==> src/rtl/core/mlfq_pkg.sv <==
// ----------------------------------------------------------------------------
// mlfq_pkg
// Shared types and constants of the three-level feedback queue scheduler.
// ----------------------------------------------------------------------------
package mlfq_pkg;

	localparam int TimeW  = 24;
	localparam int BurstW = 16;
	localparam int IdW    = 4;
	localparam int LevelW = 2;
	localparam logic [TimeW-1:0] TimeMax = {TimeW{1'b1}};

	localparam logic [1:0] RegQuantum0 = 2'd0;
	localparam logic [1:0] RegQuantum1 = 2'd1;
	localparam logic [1:0] RegSwitch   = 2'd2;

	localparam logic CmdArrive = 1'b0;
	localparam logic CmdTick   = 1'b1;

	typedef enum logic [1:0] {
		ST_IDLE,
		ST_READ,
		ST_EXEC,
		ST_OUT
	} state_t;

	typedef struct packed {
		logic capture;
		logic read;
		logic exec;
		logic load_out;
	} ctrl_t;

	typedef struct packed {
		logic is_tick;
	} status_t;

endpackage

==> src/rtl/core/mlfq_ctrl.sv <==
// ----------------------------------------------------------------------------
// mlfq_ctrl
// Sequencer: accept a request, read the task tables, execute, present a tick result.
// ----------------------------------------------------------------------------
module mlfq_ctrl import mlfq_pkg::*; (
	input  logic    clk,
	input  logic    arst_n,
	input  logic    in_valid,
	output logic    in_ready,
	output logic    out_valid,
	input  logic    out_ready,
	input  status_t status,
	output ctrl_t   ctrl
);

	state_t state_q, state_d;

	always_ff @(posedge clk or negedge arst_n) begin
		if (!arst_n) begin
			state_q <= ST_IDLE;
		end else begin
			state_q <= state_d;
		end
	end

	always_comb begin
		state_d = state_q;
		unique case (state_q)
			ST_IDLE: if (in_valid) state_d = ST_READ;
			ST_READ: state_d = ST_EXEC;
			ST_EXEC: state_d = status.is_tick ? ST_OUT : ST_IDLE;
			ST_OUT:  if (out_ready) state_d = ST_IDLE;
			default: state_d = ST_IDLE;
		endcase
	end

	always_comb begin
		in_ready      = (state_q == ST_IDLE);
		out_valid     = (state_q == ST_OUT);
		ctrl.capture  = (state_q == ST_IDLE) && in_valid;
		ctrl.read     = (state_q == ST_READ);
		ctrl.exec     = (state_q == ST_EXEC);
		ctrl.load_out = (state_q == ST_EXEC) && status.is_tick;
	end

	a_out_after_exec: assert property (@(posedge clk) disable iff (!arst_n)
		$rose(out_valid) |-> $past(state_q == ST_EXEC))
		else $error("result shown without execute step");
	a_excl: assert property (@(posedge clk) disable iff (!arst_n)
		!(in_ready && out_valid))
		else $error("ready while result pending");
	a_read_follows: assert property (@(posedge clk) disable iff (!arst_n)
		ctrl.capture |=> ctrl.read)
		else $error("capture not followed by read");

endmodule

==> src/rtl/core/mlfq_dp.sv <==
// ----------------------------------------------------------------------------
// mlfq_dp
// Task tables, level queues, run state, time counter and result registers.
// ----------------------------------------------------------------------------
module mlfq_dp import mlfq_pkg::*; #(
	parameter int MaxTasks = 16
) (
	input  logic              clk,
	input  logic              arst_n,
	input  ctrl_t             ctrl,
	output status_t           status,
	input  logic              cfg_we,
	input  logic [1:0]        cfg_idx,
	input  logic [7:0]        cfg_data,
	input  logic              command,
	input  logic [IdW-1:0]    task_id,
	input  logic [BurstW-1:0] burst_length,
	output logic              running_valid,
	output logic [IdW-1:0]    running_task,
	output logic [LevelW-1:0] running_level,
	output logic              done_valid,
	output logic [IdW-1:0]    done_task,
	output logic [TimeW-1:0]  finish_time,
	output logic [TimeW-1:0]  turnaround_time,
	output logic [TimeW-1:0]  waiting_time,
	output logic [TimeW-1:0]  response_time
);

	localparam int TW = (MaxTasks > 1) ? $clog2(MaxTasks) : 1;
	localparam int CW = $clog2(MaxTasks + 1);
	localparam logic [CW-1:0] Full = CW'(MaxTasks);
	localparam logic [CW:0] Depth = (CW+1)'(MaxTasks);
	localparam logic [TW-1:0] LastSlot = TW'(MaxTasks - 1);

	logic [7:0] q0_q, q1_q;
	logic [3:0] sw_q;
	always_ff @(posedge clk or negedge arst_n) begin
		if (!arst_n) begin
			q0_q <= 8'd8;
			q1_q <= 8'd16;
			sw_q <= 4'd0;
		end else if (cfg_we) begin
			unique case (cfg_idx)
				RegQuantum0: q0_q <= cfg_data;
				RegQuantum1: q1_q <= cfg_data;
				RegSwitch:   sw_q <= cfg_data[3:0];
				default: ;
			endcase
		end
	end

	logic              cmd_q;
	logic [IdW-1:0]    id_q;
	logic [BurstW-1:0] burst_q;
	always_ff @(posedge clk) begin
		if (ctrl.capture) begin
			cmd_q   <= command;
			id_q    <= task_id;
			burst_q <= burst_length;
		end
	end
	assign status.is_tick = (cmd_q == CmdTick);

	logic [TimeW-1:0]  arr_m [MaxTasks];
	logic [TimeW-1:0]  start_m [MaxTasks];
	logic [BurstW-1:0] burst_m [MaxTasks];
	logic [BurstW-1:0] rem_m [MaxTasks];
	logic [IdW-1:0]    fifo_m [3][MaxTasks];
	logic [MaxTasks-1:0] active_q, started_q;
	logic [TW-1:0] head_q [3];
	logic [CW-1:0] cnt_q [3];
	logic              run_v_q;
	logic [TW-1:0]     run_t_q;
	logic [LevelW-1:0] run_l_q;
	logic [7:0]        slice_q;
	logic [3:0]        swl_q;
	logic [TimeW-1:0]  time_q;

	// Read stage: running task's record and the three queue heads.
	logic [TimeW-1:0]  r_arr_s1, r_start_s1;
	logic [BurstW-1:0] r_burst_s1, r_rem_s1;
	logic [IdW-1:0]    r_head_s1 [3];
	always_ff @(posedge clk) begin
		if (ctrl.read) begin
			r_arr_s1   <= arr_m[run_t_q];
			r_start_s1 <= start_m[run_t_q];
			r_burst_s1 <= burst_m[run_t_q];
			r_rem_s1   <= rem_m[run_t_q];
			for (int l = 0; l < 3; l++) r_head_s1[l] <= fifo_m[l][head_q[l]];
		end
	end

	logic id_ok;
	assign id_ok = ({{(32-IdW){1'b0}}, id_q} < MaxTasks);
	logic [TW-1:0] aid;
	assign aid = TW'(id_q);
	logic arrive_ok;
	assign arrive_ok = ctrl.exec && !status.is_tick && id_ok && !active_q[aid]
		&& (burst_q != '0);

	// Tick decisions.
	logic complete, demote, any_wait, sw_busy, pick;
	logic [1:0] plvl;
	logic [TimeW-1:0] turn, resp;
	logic [TW-1:0] ptask;
	logic [TW-1:0] push_pos0, push_pos_d;
	logic [CW:0] sum0, sumd;
	logic push_d_ok;
	always_comb begin
		any_wait = (cnt_q[0] != '0) || (cnt_q[1] != '0) || (cnt_q[2] != '0);
		complete = run_v_q && (r_rem_s1 == '0);
		demote = run_v_q && !complete &&
			((run_l_q == 2'd0 && slice_q >= q0_q) || (run_l_q == 2'd1 && slice_q >= q1_q));
		sw_busy = complete ? (any_wait && sw_q != '0) :
			demote ? (sw_q != '0) : (swl_q != '0);
		plvl = (cnt_q[0] != '0) ? 2'd0 : (cnt_q[1] != '0) ? 2'd1 : 2'd2;
		pick = !sw_busy && (!run_v_q || complete || demote) &&
			(any_wait || demote);
		turn = time_q - r_arr_s1;
		resp = r_start_s1 - r_arr_s1;
		sum0 = (CW+1)'(head_q[0]) + (CW+1)'(cnt_q[0]);
		sumd = (CW+1)'(head_q[run_l_q + 2'd1]) + (CW+1)'(cnt_q[run_l_q + 2'd1]);
		push_pos0 = TW'((sum0 >= Depth) ? sum0 - Depth : sum0);
		push_pos_d = TW'((sumd >= Depth) ? sumd - Depth : sumd);
		push_d_ok = cnt_q[run_l_q + 2'd1] < Full;
		ptask = TW'(r_head_s1[plvl]);
	end

	// Pick level with a demotion into an empty lower queue: the demoted task
	// itself lands there, so the heads captured in the read stage still hold
	// for non-empty levels; handle the demoted-alone case explicitly.
	logic [1:0] plvl2;
	logic [TW-1:0] ptask2;
	always_comb begin
		plvl2 = plvl;
		ptask2 = ptask;
		if (demote && !any_wait) begin
			plvl2 = run_l_q + 2'd1;
			ptask2 = run_t_q;
		end else if (demote && plvl == 2'd2 && cnt_q[2] == '0) begin
			plvl2 = run_l_q + 2'd1;
			ptask2 = run_t_q;
		end else if (demote && plvl == 2'd2 && run_l_q == 2'd0 && cnt_q[1] == '0) begin
			plvl2 = 2'd1;
			ptask2 = run_t_q;
		end
	end

	logic run_now;
	logic [TW-1:0] rt;
	logic [LevelW-1:0] rl;
	assign run_now = !sw_busy && ((run_v_q && !complete && !demote) || pick);
	assign rt = (run_v_q && !complete && !demote) ? run_t_q : ptask2;
	assign rl = (run_v_q && !complete && !demote) ? run_l_q : plvl2;

	logic [TimeW-1:0] time_inc;
	assign time_inc = (time_q != TimeMax) ? time_q + 1'b1 : time_q;

	always_ff @(posedge clk or negedge arst_n) begin
		if (!arst_n) begin
			active_q  <= '0;
			started_q <= '0;
			run_v_q   <= 1'b0;
			run_t_q   <= '0;
			run_l_q   <= '0;
			slice_q   <= '0;
			swl_q     <= '0;
			time_q    <= '0;
			for (int l = 0; l < 3; l++) begin
				head_q[l] <= '0;
				cnt_q[l]  <= '0;
			end
		end else if (ctrl.exec) begin
			if (arrive_ok) begin
				active_q[aid]  <= 1'b1;
				started_q[aid] <= 1'b0;
				if (cnt_q[0] < Full) cnt_q[0] <= cnt_q[0] + 1'b1;
			end else if (status.is_tick) begin
				time_q <= time_inc;
				if (complete) begin
					active_q[run_t_q] <= 1'b0;
					run_v_q <= 1'b0;
					slice_q <= '0;
				end
				if (demote) begin
					run_v_q <= 1'b0;
					slice_q <= '0;
				end
				if (sw_busy) begin
					swl_q <= (complete || demote) ? sw_q - 1'b1 : swl_q - 1'b1;
					if (demote && push_d_ok)
						cnt_q[run_l_q + 2'd1] <= cnt_q[run_l_q + 2'd1] + 1'b1;
				end else begin
					if (complete || demote) swl_q <= '0;
					if (pick) begin
						run_v_q <= 1'b1;
						run_t_q <= rt;
						run_l_q <= rl;
						slice_q <= 8'd1;
						head_q[plvl2] <= (head_q[plvl2] == LastSlot) ? '0 :
							head_q[plvl2] + 1'b1;
						if (!(demote && push_d_ok && plvl2 == run_l_q + 2'd1))
							cnt_q[plvl2] <= cnt_q[plvl2] - 1'b1;
						if (demote && push_d_ok && plvl2 != run_l_q + 2'd1)
							cnt_q[run_l_q + 2'd1] <= cnt_q[run_l_q + 2'd1] + 1'b1;
						if (!started_q[rt]) started_q[rt] <= 1'b1;
					end else if (run_now) begin
						if (slice_q != 8'hFF) slice_q <= slice_q + 1'b1;
					end else if (demote && push_d_ok) begin
						cnt_q[run_l_q + 2'd1] <= cnt_q[run_l_q + 2'd1] + 1'b1;
					end
				end
			end
		end
	end

	always_ff @(posedge clk) begin
		if (arrive_ok) begin
			arr_m[aid]   <= time_q;
			burst_m[aid] <= burst_q;
			rem_m[aid]   <= burst_q;
			start_m[aid] <= '0;
			if (cnt_q[0] < Full) fifo_m[0][push_pos0] <= id_q;
		end else if (ctrl.exec && status.is_tick) begin
			if (demote && push_d_ok)
				fifo_m[run_l_q + 2'd1][push_pos_d] <= IdW'(run_t_q);
			if (pick && !started_q[rt]) start_m[rt] <= time_q;
			if (run_now && rem_m[rt] != '0) rem_m[rt] <= rem_m[rt] - 1'b1;
		end
	end

	always_ff @(posedge clk) begin
		if (ctrl.load_out) begin
			running_valid   <= run_now;
			running_task    <= run_now ? IdW'(rt) : '0;
			running_level   <= run_now ? rl : '0;
			done_valid      <= complete;
			done_task       <= complete ? IdW'(run_t_q) : '0;
			finish_time     <= complete ? time_q : '0;
			turnaround_time <= complete ? turn : '0;
			waiting_time    <= (complete && turn >= TimeW'(r_burst_s1)) ?
				turn - TimeW'(r_burst_s1) : '0;
			response_time   <= complete ? resp : '0;
		end
	end

	a_cnt: assert property (@(posedge clk) disable iff (!arst_n)
		(cnt_q[0] <= Full) && (cnt_q[1] <= Full) && (cnt_q[2] <= Full))
		else $error("queue count overflow");
	a_run_active: assert property (@(posedge clk) disable iff (!arst_n)
		run_v_q |-> active_q[run_t_q])
		else $error("running task not active");
	a_time: assert property (@(posedge clk) disable iff (!arst_n)
		(ctrl.exec && status.is_tick && time_q != TimeMax) |=> time_q == $past(time_q) + 1'b1)
		else $error("time did not advance");

endmodule

==> src/rtl/core/multilevel_feedback_task_scheduler.sv <==
// ----------------------------------------------------------------------------
// multilevel_feedback_task_scheduler
// Three-level feedback queue scheduler advanced one time unit per tick.
// ----------------------------------------------------------------------------
// Requests enter on in_valid/in_ready: command 0 records an arriving task,
// command 1 advances one time tick. Each tick request yields one result on
// out_valid/out_ready carrying the task that ran and any completion with its
// finish, turnaround, waiting and response times; arrive requests yield none.
// A request passes through capture, table read and execute, plus result
// presentation for a tick, all stepped by the sequencer; one request is in
// flight at a time. While the receiver stalls, the result holds and no new
// request is taken. Reset clears the queues, task flags, run state and time,
// and restores the register defaults (quanta 8 and 16, no switch cost).
// Registers are written through cfg_we, cfg_index and cfg_data; the user
// must write them only while idle, which the block itself does not enforce.
// ----------------------------------------------------------------------------
module multilevel_feedback_task_scheduler import mlfq_pkg::*; #(
	parameter int MAX_TASKS = 16
) (
	input  logic              clk,
	input  logic              arst_n,
	input  logic              cfg_we,
	input  logic [1:0]        cfg_index,
	input  logic [7:0]        cfg_data,
	input  logic              in_valid,
	output logic              in_ready,
	input  logic              command,
	input  logic [IdW-1:0]    task_id,
	input  logic [BurstW-1:0] burst_length,
	output logic              out_valid,
	input  logic              out_ready,
	output logic              running_valid,
	output logic [IdW-1:0]    running_task,
	output logic [LevelW-1:0] running_level,
	output logic              done_valid,
	output logic [IdW-1:0]    done_task,
	output logic [TimeW-1:0]  finish_time,
	output logic [TimeW-1:0]  turnaround_time,
	output logic [TimeW-1:0]  waiting_time,
	output logic [TimeW-1:0]  response_time
);

	ctrl_t   ctrl;
	status_t status;

	mlfq_ctrl u_ctrl (
		.clk, .arst_n, .in_valid, .in_ready, .out_valid, .out_ready,
		.status, .ctrl
	);

	mlfq_dp #(.MaxTasks(MAX_TASKS)) u_dp (
		.clk, .arst_n, .ctrl, .status,
		.cfg_we, .cfg_idx(cfg_index), .cfg_data,
		.command, .task_id, .burst_length,
		.running_valid, .running_task, .running_level,
		.done_valid, .done_task, .finish_time, .turnaround_time,
		.waiting_time, .response_time
	);

endmodule

==> config.mk <==
export PLATFORM = sky130hd
export DESIGN_NAME = multilevel_feedback_task_scheduler
export DESIGN_NICKNAME = d
export VERILOG_FILES = /design/src/rtl/core/mlfq_pkg.sv /design/src/rtl/core/mlfq_ctrl.sv /design/src/rtl/core/mlfq_dp.sv /design/src/rtl/core/multilevel_feedback_task_scheduler.sv
export SDC_FILE = /design/constraint.sdc
export NUM_CORES = 2
export LEC_CHECK = 0
export ABC_AREA = 1
export ABC_CLOCK_PERIOD_IN_PS = 4900
export BUFFER_PORTS_ARGS = -buffer_cell sky130_fd_sc_hd__buf_2
export CORE_ASPECT_RATIO = 0.6
export CORE_UTILIZATION = 25
export CTS_CLUSTER_DIAMETER = 30
export DETAILED_ROUTE_END_ITERATION = 10
export SETUP_SLACK_MARGIN = 0.15
export SYNTH_ARGS = -nofsm -noshare
export SYNTH_HDL_FRONTEND = slang
export SYNTH_HIERARCHICAL = 1
export SYNTH_SLANG_ARGS = --single-unit
==> constraint.sdc <==
create_clock -name clk -period 4.9 [get_ports clk]
set_input_delay 0.49 -clock clk [delete_from_list [all_inputs] [get_ports clk]]
set_output_delay 0.49 -clock clk [all_outputs]
set_load 0.01 [all_outputs]
Yosys cells after proc, flatten, opt, wreduce, memory -nomap -nowiden
Memory sizes are Yosys's and may differ from the RTL's. A register that Yosys moved wholly into a read port is not among the register bits.
Index checks and enable logic that the tools add are counted.
{"block": "word_totals", "latch_bits": 0, "wordCells": 319, "rom_bits": 0, "memories": 6, "ram_bits": 1484, "register_bits": 253, "in_bits": 36}
{"block": "classes", "mux": 127, "n_reduce_logical": 81, "n_eq_ne": 19, "order_cmp": 24, "div_mod_pow": 0, "mul": 0, "addsub": 17, "bitwise": 15, "n_shift": 0}
{"memory": "u_dp.arr_m", "depth": 16, "word_bits": 24, "rd": 1, "rd_ports_with_merged_regs": 1, "wr": 1, "line_no": "mlfq_dp.sv:64", "text": "logic [TimeW-1:0] arr_m [MaxTasks];"}
{"memory": "u_dp.start_m", "depth": 16, "word_bits": 24, "rd": 1, "rd_ports_with_merged_regs": 1, "wr": 1, "line_no": "mlfq_dp.sv:65", "text": "logic [TimeW-1:0] start_m [MaxTasks];"}
{"memory": "u_dp.burst_m", "depth": 16, "word_bits": 16, "rd": 1, "rd_ports_with_merged_regs": 1, "wr": 1, "line_no": "mlfq_dp.sv:66", "text": "logic [BurstW-1:0] burst_m [MaxTasks];"}
{"memory": "u_dp.rem_m", "depth": 16, "word_bits": 16, "rd": 2, "rd_ports_with_merged_regs": 1, "wr": 1, "line_no": "mlfq_dp.sv:67", "text": "logic [BurstW-1:0] rem_m [MaxTasks];"}
{"memory": "u_dp.fifo_m", "depth": 3, "word_bits": 64, "rd": 3, "rd_ports_with_merged_regs": 0, "wr": 1, "line_no": "mlfq_dp.sv:68", "text": "logic [IdW-1:0] fifo_m [3][MaxTasks];"}
{"memory": "u_dp.r_head_s1", "depth": 3, "word_bits": 4, "rd": 1, "rd_ports_with_merged_regs": 0, "wr": 3, "line_no": "mlfq_dp.sv:82", "text": "logic [IdW-1:0] r_head_s1 [3];"}
{"operator": "64-bit 2-to-1 mux", "n": 4}
{"operator": "15-bit 2-to-1 mux", "n": 12}
{"operator": "16-bit 2-to-1 mux", "n": 9}
{"operator": "4-bit 2-to-1 mux", "n": 25}
{"operator": "64-bit OR reduction", "n": 1}
{"operator": "4-bit binary-select mux with 4-bit select", "n": 3}
{"operator": "8-bit 2-to-1 mux", "n": 6}
{"operator": "24-bit subtractor", "n": 2}
{"operator": "15-bit bitwise mux", "n": 3}
{"operator": "5-bit 2-to-1 mux", "n": 8}
{"operator": "1-bit logical AND", "n": 33}
{"operator": "16-bit bitwise AND", "n": 2}
{"operator": "4-bit demux with 4-bit select", "n": 2}
{"operator": "16-bit NOT", "n": 2}
{"operator": "16-bit OR", "n": 2}
{"operator": "16-bit nonzero test", "n": 2}
{"operator": "1-bit 2-to-1 mux", "n": 30}
{"operator": "5-bit >= comparator, second input constant", "n": 5}
{"operator": "4-bit NOT with 5-bit output", "n": 5}
{"operator": "24-bit by 1-bit adder with 24-bit output, second input constant", "n": 1}
{"operator": "24-bit by 16-bit >= comparator with 1-bit output", "n": 1}
{"operator": "24-bit 2-to-1 mux", "n": 1}
{"operator": "24-bit != test, second input constant", "n": 1}
{"operator": "24-bit OR reduction", "n": 1}
{"operator": "other kinds (51)", "n": 122}

Logic depth before layout (Yosys ltp)
{"block": "depth", "depth_word": 29, "mapped_depth": 36, "depth_no_buf": 32}

By module
The synthesis kept the hierarchy.
{"module": "mlfq_dp", "cells_per_inst": 6034, "seq_area_each_um2": 53894.2, "instances": 1, "area_per_inst_um2": 76134.3}
{"module": "mlfq_ctrl", "cells_per_inst": 18, "seq_area_each_um2": 50.0, "instances": 1, "area_per_inst_um2": 122.6}

Worst setup path after synthesis
OpenSTA, ideal clock, no wires.
{"block": "synth_timing", "kind": "register -> register", "start": "register u_dp.q0_q[3]", "end": "memory u_dp.rem_m[0][0] (enable)", "arrival_ns": 4.522, "setup_time_ns": 0.388, "slack_ns": -0.010, "t_required_ns": 4.512, "synth_period_minus_slack_ns": 4.910, "stages_incl_launch_ff": 35, "path_cell_list": "dfstp_2 inv_1 ha_1 nand2_1 inv_1 nand2_1 nand2_1 nand2_1 nand3_1 nand2_1 nand2_1 nand3_1 nand3_1 nand2_2 buf_6 nor2_1 buf_6 buf_2 a22oi_1 nand2_1 nand2_1 nand2_1 nor2_2 ha_1 inv_1 nor3_1 nand2_1 nor2_1 nand2_2 nand2_2 buf_6 nand2_1 o21ai_1 nand2_1 nor2_1"}
{"block": "synth_via", "elab_chain_len": 20}
{"element": "from (decl)", "line_no": "mlfq_dp.sv:35", "text": "logic [7:0] q0_q, q1_q;"}
{"element": "from (signal assigned)", "line_no": "mlfq_dp.sv:44", "text": "RegQuantum0: q0_q <= cfg_data;"}
{"element": "8-bit >= comparator *", "line_no": "mlfq_dp.sv:113", "text": "((run_l_q == 2'd0 && slice_q >= q0_q) || (run_l_q == 2'd1 && slice_q >= q1_q));"}
{"element": "1-bit logical AND *", "line_no": "mlfq_dp.sv:113"}
{"element": "1-bit logical OR *", "line_no": "mlfq_dp.sv:113"}
{"element": "1-bit logical AND *", "line_no": "mlfq_dp.sv:112", "text": "demote = run_v_q && !complete &&"}
{"element": "1-bit logical AND", "line_no": "mlfq_dp.sv:140, mlfq_dp.sv:143"}
{"element": "1-bit logical AND (2 in a row)", "line_no": "mlfq_dp.sv:143", "text": "end else if (demote && plvl == 2'd2 && run_l_q == 2'd0 && cnt_q[1] == '0) begin"}
{"element": "4-bit 2-to-1 mux", "line_no": "mlfq_dp.sv:143"}
{"element": "4-bit 2-to-1 mux", "line_no": "mlfq_dp.sv:140", "text": "end else if (demote && plvl == 2'd2 && cnt_q[2] == '0) begin"}
{"element": "[... 3 more ...]"}
{"element": "16-bit nonzero test", "line_no": "mlfq_dp.sv:228", "text": "if (run_now && rem_m[rt] != '0) rem_m[rt] <= rem_m[rt] - 1'b1;"}
{"element": "1-bit logical AND", "line_no": "mlfq_dp.sv:228"}
{"element": "1-bit 2-to-1 mux", "line_no": "mlfq_dp.sv:228"}
{"element": "1-bit 2-to-1 mux", "line_no": "mlfq_dp.sv:224", "text": "end else if (ctrl.exec && status.is_tick) begin"}
{"element": "1-bit 2-to-1 mux", "line_no": "mlfq_dp.sv:218", "text": "if (arrive_ok) begin"}
{"element": "1-bit 2-to-1 mux (implied by the code)", "line_no": "mlfq_dp.sv:228"}
{"element": "16-bit OR reduction (no source line)"}
{"element": "4-bit 2-to-1 mux (no source line) or 1-bit 2-to-1 mux (tied branches)"}
{"element": "to (decl)", "line_no": "mlfq_dp.sv:67"}
Every way passes the cells marked *; elsewhere a longest branch is shown, timed or not.

Worst setup path in the final report
{"block": "layout_timing", "start": "register u_dp.r_rem_s1[5] (read register of u_dp.rem_m)", "end": "memory u_dp.rem_m[7][3] (data pin)"}
{"block": "layout_via", "elab_chain_len": 21}
{"element": "from (decl)", "line_no": "mlfq_dp.sv:81", "text": "logic [BurstW-1:0] r_burst_s1, r_rem_s1;"}
{"element": "16-bit logical NOT *", "line_no": "mlfq_dp.sv:111", "text": "complete = run_v_q && (r_rem_s1 == '0);"}
{"element": "1-bit logical AND *", "line_no": "mlfq_dp.sv:111"}
{"element": "1-bit logical NOT", "line_no": "mlfq_dp.sv:112, mlfq_dp.sv:152, mlfq_dp.sv:153"}
{"element": "1-bit logical AND", "line_no": "mlfq_dp.sv:112, mlfq_dp.sv:152, mlfq_dp.sv:153"}
{"element": "1-bit logical AND", "line_no": "mlfq_dp.sv:112"}
{"element": "1-bit logical AND", "line_no": "mlfq_dp.sv:140, mlfq_dp.sv:143"}
{"element": "1-bit logical AND (2 in a row)", "line_no": "mlfq_dp.sv:143"}
{"element": "4-bit 2-to-1 mux", "line_no": "mlfq_dp.sv:143"}
{"element": "[... 4 more ...]"}
{"element": "16-bit nonzero test", "line_no": "mlfq_dp.sv:228"}
{"element": "1-bit logical AND", "line_no": "mlfq_dp.sv:228"}
{"element": "1-bit 2-to-1 mux", "line_no": "mlfq_dp.sv:228"}
{"element": "1-bit 2-to-1 mux", "line_no": "mlfq_dp.sv:224"}
{"element": "1-bit 2-to-1 mux", "line_no": "mlfq_dp.sv:218"}
{"element": "1-bit 2-to-1 mux (implied by the code)", "line_no": "mlfq_dp.sv:228"}
{"element": "16-bit OR reduction (no source line)"}
{"element": "16-bit 2-to-1 mux (no source line) *"}
Marks and branches as above.

==> impl_metrics.yaml <==
floorplan:
  rows: 156
  start_util_pct: 25.2
  die_h_um: 430
  dieArea_mm2: 0.307
  core_mm2: 0.302
  chipWidth_um: 715
  ios: 146
power:
  vdd_drop_max_v: 0.000610
  cellPowerDensity_mw_per_mm2: 661
  p_leak_nw: 34.9
  power_mw: 64.3
synth:
  synthArstFlopShare_pct: 6.82
  yosys_register_bits: 1817
  netlist_instances: 6052
  synth_ff_type: "edfxtp_1"
  synth_cell_types: 62
  synth_edf_count: 1693
  synth_nets: 6191
  syn-cell-area_mm2: 0.0763
  yosys_warnings: 6
  yosysSeqAreaShare_pct: 70.7
  avgSynthCellArea_um2: 12.6
global_route:
  grt_usage_pct: 15.8
  antenna_found_initial: 7
  grt_max_degree: 160
  overflow: 0
  grt_pass1_vias: 52300
  grt_pass1_wl_um: 364000
timing:
  setup_viol: 0
  drv_slew: 0
  finalCritPeriodShare_pct: 98.1
  hold_viol_final: 0
  fin_tns_setup_ns: 0
  clock_skew_ns: 0.105
  max_slew.worst_pin.slew_ns: 1.13
  rsz0062_at_grt: "true"
  period_minus_slack_ns: 4.81
  worst_slack_ns: 0.0941
  slew_headroom_pct: 24.5
  fmax_mhz: 208
routing:
  vias_per_cell: 5.02
  first_iter_violations: 7208
  drt_pre_antenna_iters: 7
  wirelength_um: 256000
  route.detailed.drc: 0
  wire_per_inst_um: 23.3
  ant_nets: 0
  via_count: 55000
layout:
  final_cells: 11000
  final_cell_mix: "edfxtp_1, nand2_1, a22oi_1"
  nFillCells: 29500
  finalInstanceArea_mm2: 0.0973
  seq_area_mm2: 0.0539
  layout-drive-gt1-share_pct: 19.0
  final_nets: 6838
  num_antenna_cells: 0
  area_delta_synth_final_pct: 27.6
  multi_input_area_mm2: 0.0206
  final_common_cell: "edfxtp_1"
placement:
  dp_hpwl_um: 158000
  gp_congestion: 0.949
  io_buffers: 145
  postPlaceCellArea_mm2: 0.0850
  placed_cells: 10300
  dp_slack_ns: -0.236
run:
  drv_cap: 0
worst_setup_path:
  end_kind: "flop"
  path_buf_inv: 12
  critPathMaxStageDelay_ns: 0.51
  worstSetupPathType: "reg -> reg"
  cp_max_fo: 43
  cp.arrival_ns: 5.45
  cpLargestDelayFamily: "simple AND/OR/NAND/NOR gates"
  crit_path_start_kind: "flop"
  required_ns: 5.54
  slowest_stage: "edfxtp_1"
clocking:
  clkLatencyLatePin_ns: 0.86
  cts_tree: "built"
  cts_max_level: 5
  clkTransAtPathRegs_ns: 0.05
  cts.sinks: 1817
  clockBufferDepth: 4
  root_buffer: "clkbuf_16"
  numCtsBuffers: 302
outcome:
  status: "complete, no violations"
worst_hold_path:
  min-delay-path-class: "in -> reg"
## tightest hold or removal path, stage by stage
cell and delay, ns:
buf_2 0.13, inv_1 0.10, o21ai_0 0.09
## layer usage
layer  vias to the layer above  share of wire (%)  GRT usage (%)
met5                         -             0.0051              0
li1                      23800                  -              -
met4                         2                2.4           3.97
met2                      3441                 41           22.1
met3                       412                 12           3.70
met1                     27400                 44           24.3
## cells in the mapped netlist, drive strengths merged (3+ instances only)
master	instances	area share, %
a211oi	3	0.030
a21boi	4	0.039
a21o	4	0.039
a21oi	438	2.9
a221oi	4	0.046
a22oi	664	6.5
a2bb2oi	4	0.046
a31oi	10	0.082
a32oi	4	0.046
buf	72	0.53
clkbuf	209	1.0
clkinv	7	0.034
dfrtp	122	4.0
edfxtp	1693	67
fa	5	0.13
ha	98	1.6
inv	449	2.2
mux2i	10	0.13
nand2	1019	5.0
nand3	132	0.92
nand3b	4	0.039
nand4	25	0.22
nor2	459	2.3
nor3	28	0.19
nor4	7	0.066
o211ai	21	0.21
o21a	9	0.089
o21ai	273	1.8
o21bai	7	0.069
o221ai	59	0.68
o22ai	29	0.24
o32ai	5	0.057
or2	3	0.025
or4	79	0.78
xnor2	13	0.15
xor2	70	0.80
## worst paths after layout
path / start / to / slack (ns) / depth (start not counted)
worst max-delay path: u_dp/r_rem_s1[5] / u_dp/rem_m[7][3] / 0.09 / 30
worst max register to register: u_dp/r_rem_s1[5] / u_dp/rem_m[7][3] / 0.09 / 30
min in group asynchronous: arst_n / u_ctrl/state_q[0] / 0.21 / 2
worst min register to register: u_dp/q0_q[1] / u_dp/q0_q[1] / 0.49 / 2
max in group asynchronous: arst_n / u_dp/cnt_q[10] / 3.40 / 3
worst min-delay path: cfg_data[1] / u_dp/q0_q[1] / 0.07 / 3
## logic make-up after synthesis
| family | after synthesis | share of synthesized area, % |
|---|---|---|
| flops | 1817 | 70.7 |
| simple gates | 1757 | 9.63 |
| compound gates | 1545 | 13.0 |
| buf+inv | 737 | 3.81 |
| fa+ha+maj | 103 | 1.74 |
| xor+xnor | 83 | 0.953 |
| mux | 10 | 0.131 |
## registers in the layout, indices dropped and copies added (netlist names), 16 cells and up
register,flops
u_dp/arr_m,384
u_dp/start_m,384
u_dp/burst_m,256
u_dp/rem_m,256
u_dp/fifo_m,192
u_dp/finish_time,24
u_dp/r_arr_s1,24
u_dp/r_start_s1,24
u_dp/response_time,24
u_dp/time_q,24
u_dp/turnaround_time,24
u_dp/waiting_time,24
u_dp/active_q,16
u_dp/burst_q,16
u_dp/r_burst_s1,16
u_dp/r_rem_s1,16
u_dp/started_q,16
## cell type report
class                           instances  area share, %
Clock buffer                          355           8.32
Clock inverter                        183           1.88
Inverter                              456           1.79
Multi-Input combinational cell       3499           21.1
Sequential cell                      1817           55.4
Tap cell                             4029           5.18
Timing Repair Buffer                  623           6.27
## per-stage QoR
| step | utilization [%] | hold slack (ns) |
|---|---|---|
| 6_report | 32.2 | 0.0651 |
| 5_1_grt | 32.2 | 0.0649 |
| 4_1_cts | 31.7 | 0.0107 |
| 3_5_place_dp | 28.1 | 0.478 |
| 3_3_place_gp | 28.1 | 0.472 |
| 2_1_floorplan | - | 0.194 |
## report_power, final
part | internal, mW | switching [mW]
clock | 13.2 | 7.48
combinational | 8.11 | 16.1
sequential | 18.8 | 0.632
total | 40.1 | 24.2
## repair_timing
item / CTS / global route
gates resized for setup: 82 / 183
hold endpoints to repair: 97 / 0
setup buffers: 16 / 29
pin swaps: 13 / 70
cloned: 9 / 16
hold buffers: 31 / 0
endpoints found under the setup margin: 894 / 1186
(Power assumes the default switching activity.)
